### src/rtl/integer_to_padded_text_top_assert.svh
// Assertion macros for the integer to padded text block
`ifndef INTEGER_TO_PADDED_TEXT_TOP_ASSERT_SVH
`define INTEGER_TO_PADDED_TEXT_TOP_ASSERT_SVH

// Check a consequent in the same cycle as its antecedent
`define ITPT_ASSERT_NOW(label, ante, cons, msg) \
	label: assert property (@(posedge clk) disable iff (!arst_n) (ante) |-> (cons)) \
		else $error(msg);

// Check a consequent in the cycle after its antecedent
`define ITPT_ASSERT_NEXT(label, ante, cons, msg) \
	label: assert property (@(posedge clk) disable iff (!arst_n) (ante) |=> (cons)) \
		else $error(msg);

`endif

### src/rtl/itpt_pkg.sv
// Shared types, codes and character helpers for the integer to padded text block
`default_nettype none

package itpt_pkg;

	localparam int VAL_W       = 32;
	localparam int MAX_RESULTS = 64;
	localparam int DIV_STEP    = 8;

	localparam logic [7:0] ATTR_RESET = 8'd7;

	localparam logic [5:0] RADIX_MIN  = 6'd2;
	localparam logic [5:0] RADIX_MAX  = 6'd36;
	localparam logic [5:0] RADIX_OCT  = 6'd8;
	localparam logic [5:0] RADIX_HEX  = 6'd16;
	localparam logic [5:0] NUM_DIGITS = 6'd36;

	localparam int FLAG_ZPAD  = 0;
	localparam int FLAG_LEFT  = 1;
	localparam int FLAG_ALT   = 2;
	localparam int FLAG_LOWER = 3;

	localparam logic [1:0] SIGN_NONE  = 2'd0;
	localparam logic [1:0] SIGN_PLUS  = 2'd1;
	localparam logic [1:0] SIGN_SPACE = 2'd2;
	localparam logic [1:0] SIGN_MINUS = 2'd3;

	localparam logic [7:0] CH_NUL   = 8'h00;
	localparam logic [7:0] CH_SPACE = 8'h20;
	localparam logic [7:0] CH_PLUS  = 8'h2B;
	localparam logic [7:0] CH_MINUS = 8'h2D;
	localparam logic [7:0] CH_ZERO  = 8'h30;
	localparam logic [7:0] CH_A_UP  = 8'h41;
	localparam logic [7:0] CH_X_UP  = 8'h58;
	localparam logic [7:0] CH_A_LO  = 8'h61;
	localparam logic [7:0] CH_X_LO  = 8'h78;

	typedef struct packed {
		logic [31:0] value;
		logic [5:0]  radix;
		logic [5:0]  min_width;
		logic [5:0]  min_digits;
		logic [3:0]  format_flags;
		logic [1:0]  sign_mode;
	} in_item_t;

	typedef struct packed {
		logic [7:0] character;
		logic [7:0] attribute;
		logic       last;
		logic       bad_radix;
	} out_item_t;

	typedef enum logic [3:0] {
		KIND_LEAD  = 4'd0,
		KIND_SIGN  = 4'd1,
		KIND_PFX0  = 4'd2,
		KIND_PFXX  = 4'd3,
		KIND_ZPAD  = 4'd4,
		KIND_PZERO = 4'd5,
		KIND_DIGIT = 4'd6,
		KIND_TRAIL = 4'd7,
		KIND_ERR   = 4'd8
	} char_kind_t;

	typedef struct packed {
		logic       load;
		logic       div;
		logic       setup;
		logic       emit;
		char_kind_t kind;
	} ctrl_cmd_t;

	typedef struct packed {
		logic radix_bad;
		logic div_done;
		logic slot_free;
		logic pad_zero;
		logic pz_zero;
		logic idx_zero;
		logic use_lead;
		logic use_zpad;
		logic use_trail;
		logic has_sign;
		logic pfx8;
		logic pfx16;
		logic cap;
	} dp_status_t;

	// Map a digit value to its ASCII character in the chosen case
	function automatic logic [7:0] digit_char(input logic [5:0] d, input logic lower);
		logic [5:0] m;
		m = (d >= NUM_DIGITS) ? d - NUM_DIGITS : d;
		if (m < 6'd10) begin
			return CH_ZERO + {2'b00, m};
		end
		return (lower ? CH_A_LO : CH_A_UP) + {2'b00, m} - 8'd10;
	endfunction

endpackage

`default_nettype wire

### src/rtl/itpt_ctrl.sv
// Sequencer for the integer to padded text block: divide, plan, then emit each segment
`default_nettype none

module itpt_ctrl import itpt_pkg::*; (
	input  wire logic       clk,
	input  wire logic       arst_n,
	input  wire logic       in_valid,
	output logic            in_ready,
	input  wire dp_status_t st,
	output ctrl_cmd_t       cmd
);

	typedef enum logic [11:0] {
		S_IDLE  = 12'b000000000001,
		S_ERR   = 12'b000000000010,
		S_DIV   = 12'b000000000100,
		S_SETUP = 12'b000000001000,
		S_LEAD  = 12'b000000010000,
		S_SIGN  = 12'b000000100000,
		S_PFX0  = 12'b000001000000,
		S_PFXX  = 12'b000010000000,
		S_ZPAD  = 12'b000100000000,
		S_PZERO = 12'b001000000000,
		S_DIGIT = 12'b010000000000,
		S_TRAIL = 12'b100000000000
	} state_t;

	state_t state_q, state_d;

	always_ff @(posedge clk or negedge arst_n) begin
		if (!arst_n) begin
			state_q <= S_IDLE;
		end else begin
			state_q <= state_d;
		end
	end

	always_comb begin
		state_d   = state_q;
		in_ready  = 1'b0;
		cmd.load  = 1'b0;
		cmd.div   = 1'b0;
		cmd.setup = 1'b0;
		cmd.emit  = 1'b0;
		cmd.kind  = KIND_LEAD;
		case (state_q)
			S_IDLE: begin
				in_ready = 1'b1;
				if (in_valid) begin
					cmd.load = 1'b1;
					state_d  = st.radix_bad ? S_ERR : S_DIV;
				end
			end
			S_ERR: begin
				cmd.emit = 1'b1;
				cmd.kind = KIND_ERR;
				if (st.slot_free) begin
					state_d = S_IDLE;
				end
			end
			S_DIV: begin
				cmd.div = 1'b1;
				if (st.div_done) begin
					state_d = S_SETUP;
				end
			end
			S_SETUP: begin
				cmd.setup = 1'b1;
				state_d   = S_LEAD;
			end
			S_LEAD: begin
				if (st.use_lead && !st.pad_zero) begin
					cmd.emit = 1'b1;
					cmd.kind = KIND_LEAD;
					if (st.slot_free && st.cap) begin
						state_d = S_IDLE;
					end
				end else begin
					state_d = S_SIGN;
				end
			end
			S_SIGN: begin
				if (st.has_sign) begin
					cmd.emit = 1'b1;
					cmd.kind = KIND_SIGN;
					if (st.slot_free) begin
						state_d = st.cap ? S_IDLE : S_PFX0;
					end
				end else begin
					state_d = S_PFX0;
				end
			end
			S_PFX0: begin
				if (st.pfx8 || st.pfx16) begin
					cmd.emit = 1'b1;
					cmd.kind = KIND_PFX0;
					if (st.slot_free) begin
						state_d = st.cap ? S_IDLE : S_PFXX;
					end
				end else begin
					state_d = S_PFXX;
				end
			end
			S_PFXX: begin
				if (st.pfx16) begin
					cmd.emit = 1'b1;
					cmd.kind = KIND_PFXX;
					if (st.slot_free) begin
						state_d = st.cap ? S_IDLE : S_ZPAD;
					end
				end else begin
					state_d = S_ZPAD;
				end
			end
			S_ZPAD: begin
				if (st.use_zpad && !st.pad_zero) begin
					cmd.emit = 1'b1;
					cmd.kind = KIND_ZPAD;
					if (st.slot_free && st.cap) begin
						state_d = S_IDLE;
					end
				end else begin
					state_d = S_PZERO;
				end
			end
			S_PZERO: begin
				if (!st.pz_zero) begin
					cmd.emit = 1'b1;
					cmd.kind = KIND_PZERO;
					if (st.slot_free && st.cap) begin
						state_d = S_IDLE;
					end
				end else begin
					state_d = S_DIGIT;
				end
			end
			S_DIGIT: begin
				cmd.emit = 1'b1;
				cmd.kind = KIND_DIGIT;
				if (st.slot_free) begin
					if (st.cap) begin
						state_d = S_IDLE;
					end else if (st.idx_zero) begin
						state_d = S_TRAIL;
					end
				end
			end
			S_TRAIL: begin
				if (st.use_trail && !st.pad_zero) begin
					cmd.emit = 1'b1;
					cmd.kind = KIND_TRAIL;
					if (st.slot_free && st.cap) begin
						state_d = S_IDLE;
					end
				end else begin
					state_d = S_IDLE;
				end
			end
			default: begin
				state_d = S_IDLE;
			end
		endcase
	end

endmodule

`default_nettype wire

### src/rtl/itpt_datapath.sv
// Datapath: item capture, digit divider, digit memory, segment counters, output register
`default_nettype none

module itpt_datapath import itpt_pkg::*; #(
	parameter int VALUE_BITS = 32,
	parameter int MAX_FIELD  = 60
) (
	input  wire logic       clk,
	input  wire logic       arst_n,
	input  wire logic       cfg_wr_en,
	input  wire logic [7:0] cfg_wr_data,
	input  wire in_item_t   in_data,
	input  wire logic       out_ready,
	output logic            out_valid,
	output out_item_t       out_data,
	input  wire ctrl_cmd_t  cmd,
	output dp_status_t      st
);

	localparam int DIV_W  = ((VALUE_BITS + DIV_STEP - 1) / DIV_STEP) * DIV_STEP;
	localparam int PASSES = DIV_W / DIV_STEP;
	localparam int PW     = (PASSES > 1) ? $clog2(PASSES) : 1;
	localparam int AW     = $clog2(VALUE_BITS);
	localparam int CW     = $clog2(VALUE_BITS + 1);
	localparam int CP     = (VALUE_BITS < VAL_W) ? VALUE_BITS : VAL_W;

	logic [7:0]       attr_q;
	logic [5:0]       radix_q, fw_q, md_q;
	logic [3:0]       flags_q;
	logic [1:0]       smode_q;
	logic [DIV_W-1:0] work_q, work_d, v_ext;
	logic [5:0]       rem_q, rem_d;
	logic [PW-1:0]    pc_q;
	logic [CW-1:0]    nd_q;
	logic [AW-1:0]    idx_q, idx_d;
	logic [5:0]       pad_q, pz_q, pad_set, pz_set;
	logic [5:0]       cnt_q;
	logic [5:0]       rd_q;
	logic [5:0]       mem [VALUE_BITS];
	logic             out_valid_q;
	out_item_t        out_q;

	logic [DIV_STEP-1:0] top_bits, qbits;
	logic [5:0]          r;
	logic [6:0]          t;
	logic                last_pass, nd_full, fire, lower;
	logic [5:0]          wid, prc;
	logic [7:0]          nd8, prc8, dig_tot, sub;
	logic signed [8:0]   size_s;
	logic [7:0]          ch;
	logic                last;

	assign v_ext = DIV_W'(in_data.value[CP-1:0]);
	assign lower = flags_q[FLAG_LOWER];

	// Eight restoring steps per cycle on the narrow remainder
	always_comb begin
		top_bits = work_q[DIV_W-1 -: DIV_STEP];
		r        = rem_q;
		qbits    = '0;
		t        = '0;
		for (int i = DIV_STEP - 1; i >= 0; i--) begin
			t = {r, top_bits[i]};
			if (t >= {1'b0, radix_q}) begin
				t        = t - {1'b0, radix_q};
				qbits[i] = 1'b1;
			end
			r = t[5:0];
		end
		rem_d  = r;
		work_d = (work_q << DIV_STEP) | DIV_W'(qbits);
	end

	assign last_pass = (pc_q == PW'(PASSES - 1));
	assign nd_full   = (nd_q == CW'(VALUE_BITS - 1));

	// Segment plan from the captured fields and the digit count
	always_comb begin
		wid     = (fw_q > 6'(MAX_FIELD)) ? 6'(MAX_FIELD) : fw_q;
		prc     = (md_q > 6'(MAX_FIELD)) ? 6'(MAX_FIELD) : md_q;
		nd8     = 8'(nd_q);
		prc8    = {2'b00, prc};
		dig_tot = (nd8 > prc8) ? nd8 : prc8;
		sub     = 8'(st.has_sign) + (st.pfx16 ? 8'd2 : (st.pfx8 ? 8'd1 : 8'd0)) + dig_tot;
		size_s  = $signed({3'b000, wid}) - $signed({1'b0, sub});
		pad_set = (size_s > 9'sd0) ? size_s[5:0] : '0;
		pz_set  = (prc8 > nd8) ? 6'(prc8 - nd8) : '0;
	end

	assign st.radix_bad = (in_data.radix < RADIX_MIN) || (in_data.radix > RADIX_MAX);
	assign st.div_done  = last_pass && ((work_d == '0) || nd_full);
	assign st.slot_free = !out_valid_q || out_ready;
	assign st.pad_zero  = (pad_q == '0);
	assign st.pz_zero   = (pz_q == '0);
	assign st.idx_zero  = (idx_q == '0);
	assign st.use_lead  = !flags_q[FLAG_LEFT] && !flags_q[FLAG_ZPAD];
	assign st.use_zpad  = !flags_q[FLAG_LEFT] && flags_q[FLAG_ZPAD];
	assign st.use_trail = flags_q[FLAG_LEFT];
	assign st.has_sign  = (smode_q != SIGN_NONE);
	assign st.pfx8      = flags_q[FLAG_ALT] && (radix_q == RADIX_OCT);
	assign st.pfx16     = flags_q[FLAG_ALT] && (radix_q == RADIX_HEX);
	assign st.cap       = (cnt_q == 6'(MAX_RESULTS - 1));

	assign fire = cmd.emit && st.slot_free;

	always_comb begin
		ch = CH_NUL;
		case (cmd.kind)
			KIND_LEAD, KIND_TRAIL: ch = CH_SPACE;
			KIND_SIGN: begin
				case (smode_q)
					SIGN_PLUS:  ch = CH_PLUS;
					SIGN_SPACE: ch = CH_SPACE;
					SIGN_MINUS: ch = CH_MINUS;
					default:    ch = CH_NUL;
				endcase
			end
			KIND_PFX0, KIND_ZPAD, KIND_PZERO: ch = CH_ZERO;
			KIND_PFXX:  ch = lower ? CH_X_LO : CH_X_UP;
			KIND_DIGIT: ch = digit_char(rd_q, lower);
			KIND_ERR:   ch = CH_NUL;
			default:    ch = CH_NUL;
		endcase
	end

	always_comb begin
		last = st.cap;
		case (cmd.kind)
			KIND_DIGIT: last = last || (st.idx_zero && (!st.use_trail || st.pad_zero));
			KIND_TRAIL: last = last || (pad_q == 6'd1);
			KIND_ERR:   last = 1'b1;
			default:    last = st.cap;
		endcase
	end

	// Next read address: the memory read is registered, so look one step ahead
	always_comb begin
		idx_d = idx_q;
		if (cmd.setup) begin
			idx_d = AW'(nd_q - CW'(1));
		end else if (fire && (cmd.kind == KIND_DIGIT)) begin
			idx_d = idx_q - AW'(1);
		end
	end

	always_ff @(posedge clk or negedge arst_n) begin
		if (!arst_n) begin
			attr_q <= ATTR_RESET;
		end else if (cfg_wr_en) begin
			attr_q <= cfg_wr_data;
		end
	end

	always_ff @(posedge clk) begin
		if (cmd.load) begin
			radix_q <= in_data.radix;
			fw_q    <= in_data.min_width;
			md_q    <= in_data.min_digits;
			flags_q <= in_data.format_flags;
			smode_q <= in_data.sign_mode;
			work_q  <= v_ext;
			rem_q   <= '0;
		end else if (cmd.div) begin
			work_q <= work_d;
			rem_q  <= last_pass ? 6'd0 : rem_d;
		end
	end

	always_ff @(posedge clk or negedge arst_n) begin
		if (!arst_n) begin
			pc_q  <= '0;
			nd_q  <= '0;
			idx_q <= '0;
			pad_q <= '0;
			pz_q  <= '0;
			cnt_q <= '0;
		end else begin
			idx_q <= idx_d;
			if (cmd.load) begin
				pc_q  <= '0;
				nd_q  <= '0;
				cnt_q <= '0;
			end else if (cmd.div) begin
				if (last_pass) begin
					pc_q <= '0;
					nd_q <= nd_q + CW'(1);
				end else begin
					pc_q <= pc_q + PW'(1);
				end
			end else if (cmd.setup) begin
				pad_q <= pad_set;
				pz_q  <= pz_set;
			end else if (fire) begin
				cnt_q <= cnt_q + 6'd1;
				case (cmd.kind)
					KIND_LEAD, KIND_ZPAD, KIND_TRAIL: pad_q <= pad_q - 6'd1;
					KIND_PZERO: pz_q <= pz_q - 6'd1;
					default: ;
				endcase
			end
		end
	end

	always_ff @(posedge clk) begin
		if (cmd.div && last_pass) begin
			mem[nd_q[AW-1:0]] <= rem_d;
		end
		rd_q <= mem[idx_d];
	end

	always_ff @(posedge clk or negedge arst_n) begin
		if (!arst_n) begin
			out_valid_q <= 1'b0;
		end else if (fire) begin
			out_valid_q <= 1'b1;
		end else if (out_ready) begin
			out_valid_q <= 1'b0;
		end
	end

	always_ff @(posedge clk) begin
		if (fire) begin
			out_q.character <= ch;
			out_q.attribute <= attr_q;
			out_q.last      <= last;
			out_q.bad_radix <= (cmd.kind == KIND_ERR);
		end
	end

	assign out_valid = out_valid_q;
	assign out_data  = out_q;

endmodule

`default_nettype wire

### src/rtl/integer_to_padded_text_top.sv
// Top level of the integer to padded text block: sequencer, datapath and checks
//
//   channel  direction  handshake               payload
//   in       sink       in_valid / in_ready     in_data  (in_item_t)
//   out      source     out_valid / out_ready   out_data (out_item_t)
//   cfg      sink       cfg_wr_en               cfg_wr_data (attribute byte)
//
// After the accept cycle the divider produces each digit, eight quotient bits a cycle; then
// the block plans the segments, emits the characters, and takes a quiet step in each of the
// four pad and zero segments and in each skipped sign or prefix step. A bad base gives a
// single error result. Reset clears sequencer, counters and output valid, not the digit
// memory. A stalled output holds the current character and pauses the sequencer.
`default_nettype none
`include "integer_to_padded_text_top_assert.svh"

module integer_to_padded_text_top import itpt_pkg::*; #(
	parameter int VALUE_BITS = 32,
	parameter int MAX_FIELD  = 60
) (
	input  wire logic       clk,
	input  wire logic       arst_n,
	input  wire logic       cfg_wr_en,
	input  wire logic [7:0] cfg_wr_data,
	input  wire logic       in_valid,
	output logic            in_ready,
	input  wire in_item_t   in_data,
	output logic            out_valid,
	input  wire logic       out_ready,
	output out_item_t       out_data
);

	ctrl_cmd_t  cmd;
	dp_status_t st;

	// Sequencer: walks divide, plan and the text segments in order
	itpt_ctrl u_ctrl (
		.clk      (clk),
		.arst_n   (arst_n),
		.in_valid (in_valid),
		.in_ready (in_ready),
		.st       (st),
		.cmd      (cmd)
	);

	// Datapath: holds the item, divides, stores digits and drives each transfer
	itpt_datapath #(
		.VALUE_BITS (VALUE_BITS),
		.MAX_FIELD  (MAX_FIELD)
	) u_datapath (
		.clk         (clk),
		.arst_n      (arst_n),
		.cfg_wr_en   (cfg_wr_en),
		.cfg_wr_data (cfg_wr_data),
		.in_data     (in_data),
		.out_ready   (out_ready),
		.out_valid   (out_valid),
		.out_data    (out_data),
		.cmd         (cmd),
		.st          (st)
	);

	// A taken item keeps the input closed while its text is produced
	`ITPT_ASSERT_NEXT(a_busy_after_accept, in_valid && in_ready, !in_ready, "input open after accept")

	// A bad base moves straight to the error result, never into the divider
	`ITPT_ASSERT_NEXT(a_bad_radix_no_div, in_valid && in_ready && st.radix_bad, !cmd.div, "divider started on bad radix")

	// The error result is a lone NUL that closes its run
	`ITPT_ASSERT_NOW(a_error_shape, out_valid && out_data.bad_radix, out_data.last && (out_data.character == CH_NUL), "malformed error result")

	// A text run ends on a digit or a space, never on NUL
	`ITPT_ASSERT_NOW(a_last_printable, out_valid && out_data.last && !out_data.bad_radix, out_data.character != CH_NUL, "text run ends on NUL")

endmodule

`default_nettype wire

### config.mk
export PLATFORM = sky130hd
export DESIGN_NAME = integer_to_padded_text_top
export DESIGN_NICKNAME = d
export VERILOG_FILES = /design/src/rtl/itpt_pkg.sv /design/src/rtl/itpt_ctrl.sv /design/src/rtl/itpt_datapath.sv /design/src/rtl/integer_to_padded_text_top.sv
export VERILOG_INCLUDE_DIRS = /design/src /design/src/rtl
export SDC_FILE = /design/constraint.sdc
export NUM_CORES = 1
export LEC_CHECK = 0
export ABC_AREA = 1
export ABC_CLOCK_PERIOD_IN_PS = 21200
export BUFFER_PORTS_ARGS = -buffer_cell sky130_fd_sc_hd__buf_2
export CAP_MARGIN = 0
export CORE_MARGIN = 4
export CORE_UTILIZATION = 60
export CTS_CLUSTER_DIAMETER = 30
export DETAILED_ROUTE_END_ITERATION = 10
export GPL_TIMING_DRIVEN = 0
export PLACE_DENSITY = 0.79
export SLEW_MARGIN = 20
export SYNTH_ARGS = -nofsm -noshare
export SYNTH_HDL_FRONTEND = slang
export SYNTH_SLANG_ARGS = --single-unit
### constraint.sdc
create_clock -name clk -period 21.2 [get_ports clk]
set_input_delay 1.06 -clock clk [delete_from_list [all_inputs] [get_ports clk]]
set_output_delay 1.06 -clock clk [all_outputs]
set_load 0.05 [all_outputs]
==> impl_results.md <==
* Status: complete, no violations
* Critical Path Fanout Max at 32
* Post-synth EDFFs at 266
* Yosys warns at 0
* Via count at between 10k and 15k
* Endpoints failing setup at 0
* RR Endpoint: u_datapath.mem[25][2]$_DFFE_PP_
* Nets at between 2k and 2.5k
* I/O pin count at 89
* Syn_nets at 1977
* Die ar. at 32360 um2
* Final Max Tran Viols at 0
* CTS root buf: clkbuf_16
* CTS max path bufs at 3
* Die X at 179.9 um
* Rel. slew slack at between 30% and 40%
* Post-synthesis cell area at 17730 um2
* Row Count at just over 60
* Post-Syn Instances at roughly 1.8k
* Post-DP HPWL at 31210 um
* Ys async rst share at between 10% and 20%
* Starting DRT DRC Count at 1723
* Number of port buffers at 87
* Hold-fix buffers, CTS at 0
* Worst path buffer plus inverter count at 11
* CP arrival at 16.41 ns
* Initial antenna violation count at 0
* CTS H-tree lvls at 2
* Vias/cell at between 5 and 6
* Unrepaired setup endpoints after global routing: false
* Area Growth Syn to Fin at 17.41%
* Reg2reg start: u_datapath.radix_q[1]$_DFFE_PP_
* Routability Congestion at 1.014
* Dominant cells by area after synthesis: edfxtp_1, dfrtp_1, ha_1
* Critical path class: register to register
* Req. time, crit path at approximately 21 ns
* GRT Util Overall at between 20 and 30%
* R2R depth at 80
* GRT overflow at 0
* Drt pass-1 iters at 6
* Origin of the worst setup path: u_datapath.radix_q[1]$_DFFE_PP_
* Setup TNS at 0 ns
* Sink Count at 330
* Final Critical Period at 16.14 ns
* First-pass GRT wire length at ~73000 um
* Synth Flop Type: edfxtp_1
* Yosys top cell area share at about 45%
* Synth unique cells at 66
* CORE AREA at 28940 um2
* Clock Latency Late Sink at around 0.6 ns
* Min-Delay Path Class: register to register
* FF-to-FF setup slack at just over 5 ns
* DRC viols at 0
* Pin count of the biggest net entering global routing at 53
* Die outline height at roughly 180 um
* Yosys top cell by area: edfxtp_1
* Achievable Freq at 61.97 MHz
* Detailed Route WL at 45570 um
* Postcts setup bufs at 0
* Crit start category: register
* Drt wl/cell at 19.00 um
* Proportion of layout cells with a drive suffix above 1 at 13.90%
* CTS resizes at 0
* Vias in the first global route at 14.08k
* CP max-delay cell: edfxtp_1
* Crit. End Element: register
* Commonest non-fill, non-tap cell in the layout: nand2_1
* Syn Area/Cell at a little under 10 um2
* Final Hold Viols at 0
* Highest-count cells in the layout ignoring fill and taps: nand2_1, edfxtp_1, nor2_1, inv_1, o21ai_0
* Clock skew at roughly 0.025 ns
* Slew @ Worst Pin at 0.9087 ns
* Worst hold path depth at 0
* Crit path max-delay family: compound AO/OA/AOI/OAI gates
* Antenna Nets Post-Route at 0
* Num CTS Buffers at 61
* Final worst path period share at 76.11%
* WHS Endpoint: u_datapath.out_data[9]$_DFFE_PP_
* Post-synthesis sequential area ratio at 53.78%
* Min-delay src: u_datapath.attr_q[7]$_DFFE_PN0P_
* Max-cap violations at 0
* Worst-path clk slew at 0.06 ns
* Starting Density at 61.27%
* Flops & latches, synth at 330
* Worst path max stage delay at around 0.8 ns
* Inserted Diodes at 0
* TritonCTS clock tree: yes
## metal layers
metal	up-vias	GRT usage, %	part of all wire [%]
met5	-	0	0
met4	0	10.58	3.9
met3	146	4.285	8.2
met2	690	45.53	47
met1	6760	37.27	41
li1	6644	-	-
## worst reg2reg max path: cells and delay by family, from the launching register on
family | cells | cell delay, ns
AOI/OAI and AO/OA | 39 | 8.11
adders and majority gates | 8 | 2.77
and+or+nand+nor | 22 | 2.51
buffers and inverters | 11 | 1.68
DFF | 1 | 0.78
## cells in the mapped netlist, types with 13 or more instances
cell type and n:
nand2_1 274, edfxtp_1 266, nor2_1 220, inv_1 201
o21ai_0 183, nand3_1 87, ha_1 83, o221ai_1 49
dfrtp_1 48, a21oi_1 47, clkbuf_1 43, xor2_1 37
nor3_1 27, nand4_1 22, a31oi_1 17, o21ai_1 16
xnor2_1 14, fa_1 13, o21a_1 13
## logic make-up after synthesis
logic type               count (synthesis)  share of synthesized area, %
AO/OA/AOI/OAI                          368                         12.58
XOR/XNOR                                51                         2.520
adder cells (fa/ha/maj)                 96                         7.326
buffers and inverters                  271                         5.907
flip-flops                             330                         53.78
multiplexers                             8                        0.5082
AND/OR/NAND/NOR                        688                         17.38
## layout make-up
type	instances	area [um2]
Inverter	212	795.8
Clock buffer	75	1640
Sequential cell	330	9534
Clock inverter	40	478.0
Timing Repair Buffer	88	465.4
Tap cell	384	480.5
Fill cell	1960	8120
Multi-Input combinational cell	1211	7169
Buffer	59	251.5
## through the flow
stage	hold WS (ns)	setup slack (ns)	area, um2	util [%]	instances
2_1_floorplan	0.4211	7.965	17730	-	1812
4_1_cts	0.4479	5.322	20810	71.92	2399
3_3_place_gp	0.4288	5.209	18640	64.43	2283
6_report	0.4499	5.064	20820	71.94	2399
3_5_place_dp	0.4343	5.396	18690	64.60	2284
5_1_grt	0.4625	3.618	20820	71.94	2399
## registers in the layout, indices dropped and copies added, names as in the netlist
signal	flops
u_datapath.idx_q	5
u_datapath.mem	192
u_datapath.nd_q	6
u_datapath.attr_q	8
u_datapath.fw_q	6
u_ctrl.state_q	12
u_datapath.out_data	18
u_datapath.work_q	32
u_datapath.cnt_q	6
u_datapath.rd_q	6
u_datapath.radix_q	6
u_datapath.out_valid	1
u_datapath.pad_q	6
u_datapath.smode_q	2
u_datapath.pz_q	6
u_datapath.rem_q	6
u_datapath.md_q	6
u_datapath.flags_q	4
u_datapath.pc_q	2
## worst max-delay path by stage
| stage | slack (ns) | to | depth (start not counted) |
|---|---|---|---|
| floorplan | 7.97 | u_datapath.mem[0][3]$_DFFE_PP_ | 80 |
| global placement | 5.21 | u_datapath.mem[17][2]$_DFFE_PP_ | 79 |
| detailed placement | 5.40 | u_datapath.mem[9][2]$_DFFE_PP_ | 79 |
| CTS | 5.32 | u_datapath.mem[6][2]$_DFFE_PP_ | 79 |
| global route | 3.62 | u_datapath.mem[4][2]$_DFFE_PP_ | 79 |
| finish | 5.06 | u_datapath.mem[25][2]$_DFFE_PP_ | 80 |
Power is not shown: default switching activity piles up to over one toggle a cycle in this logic, so the estimate is an artifact.
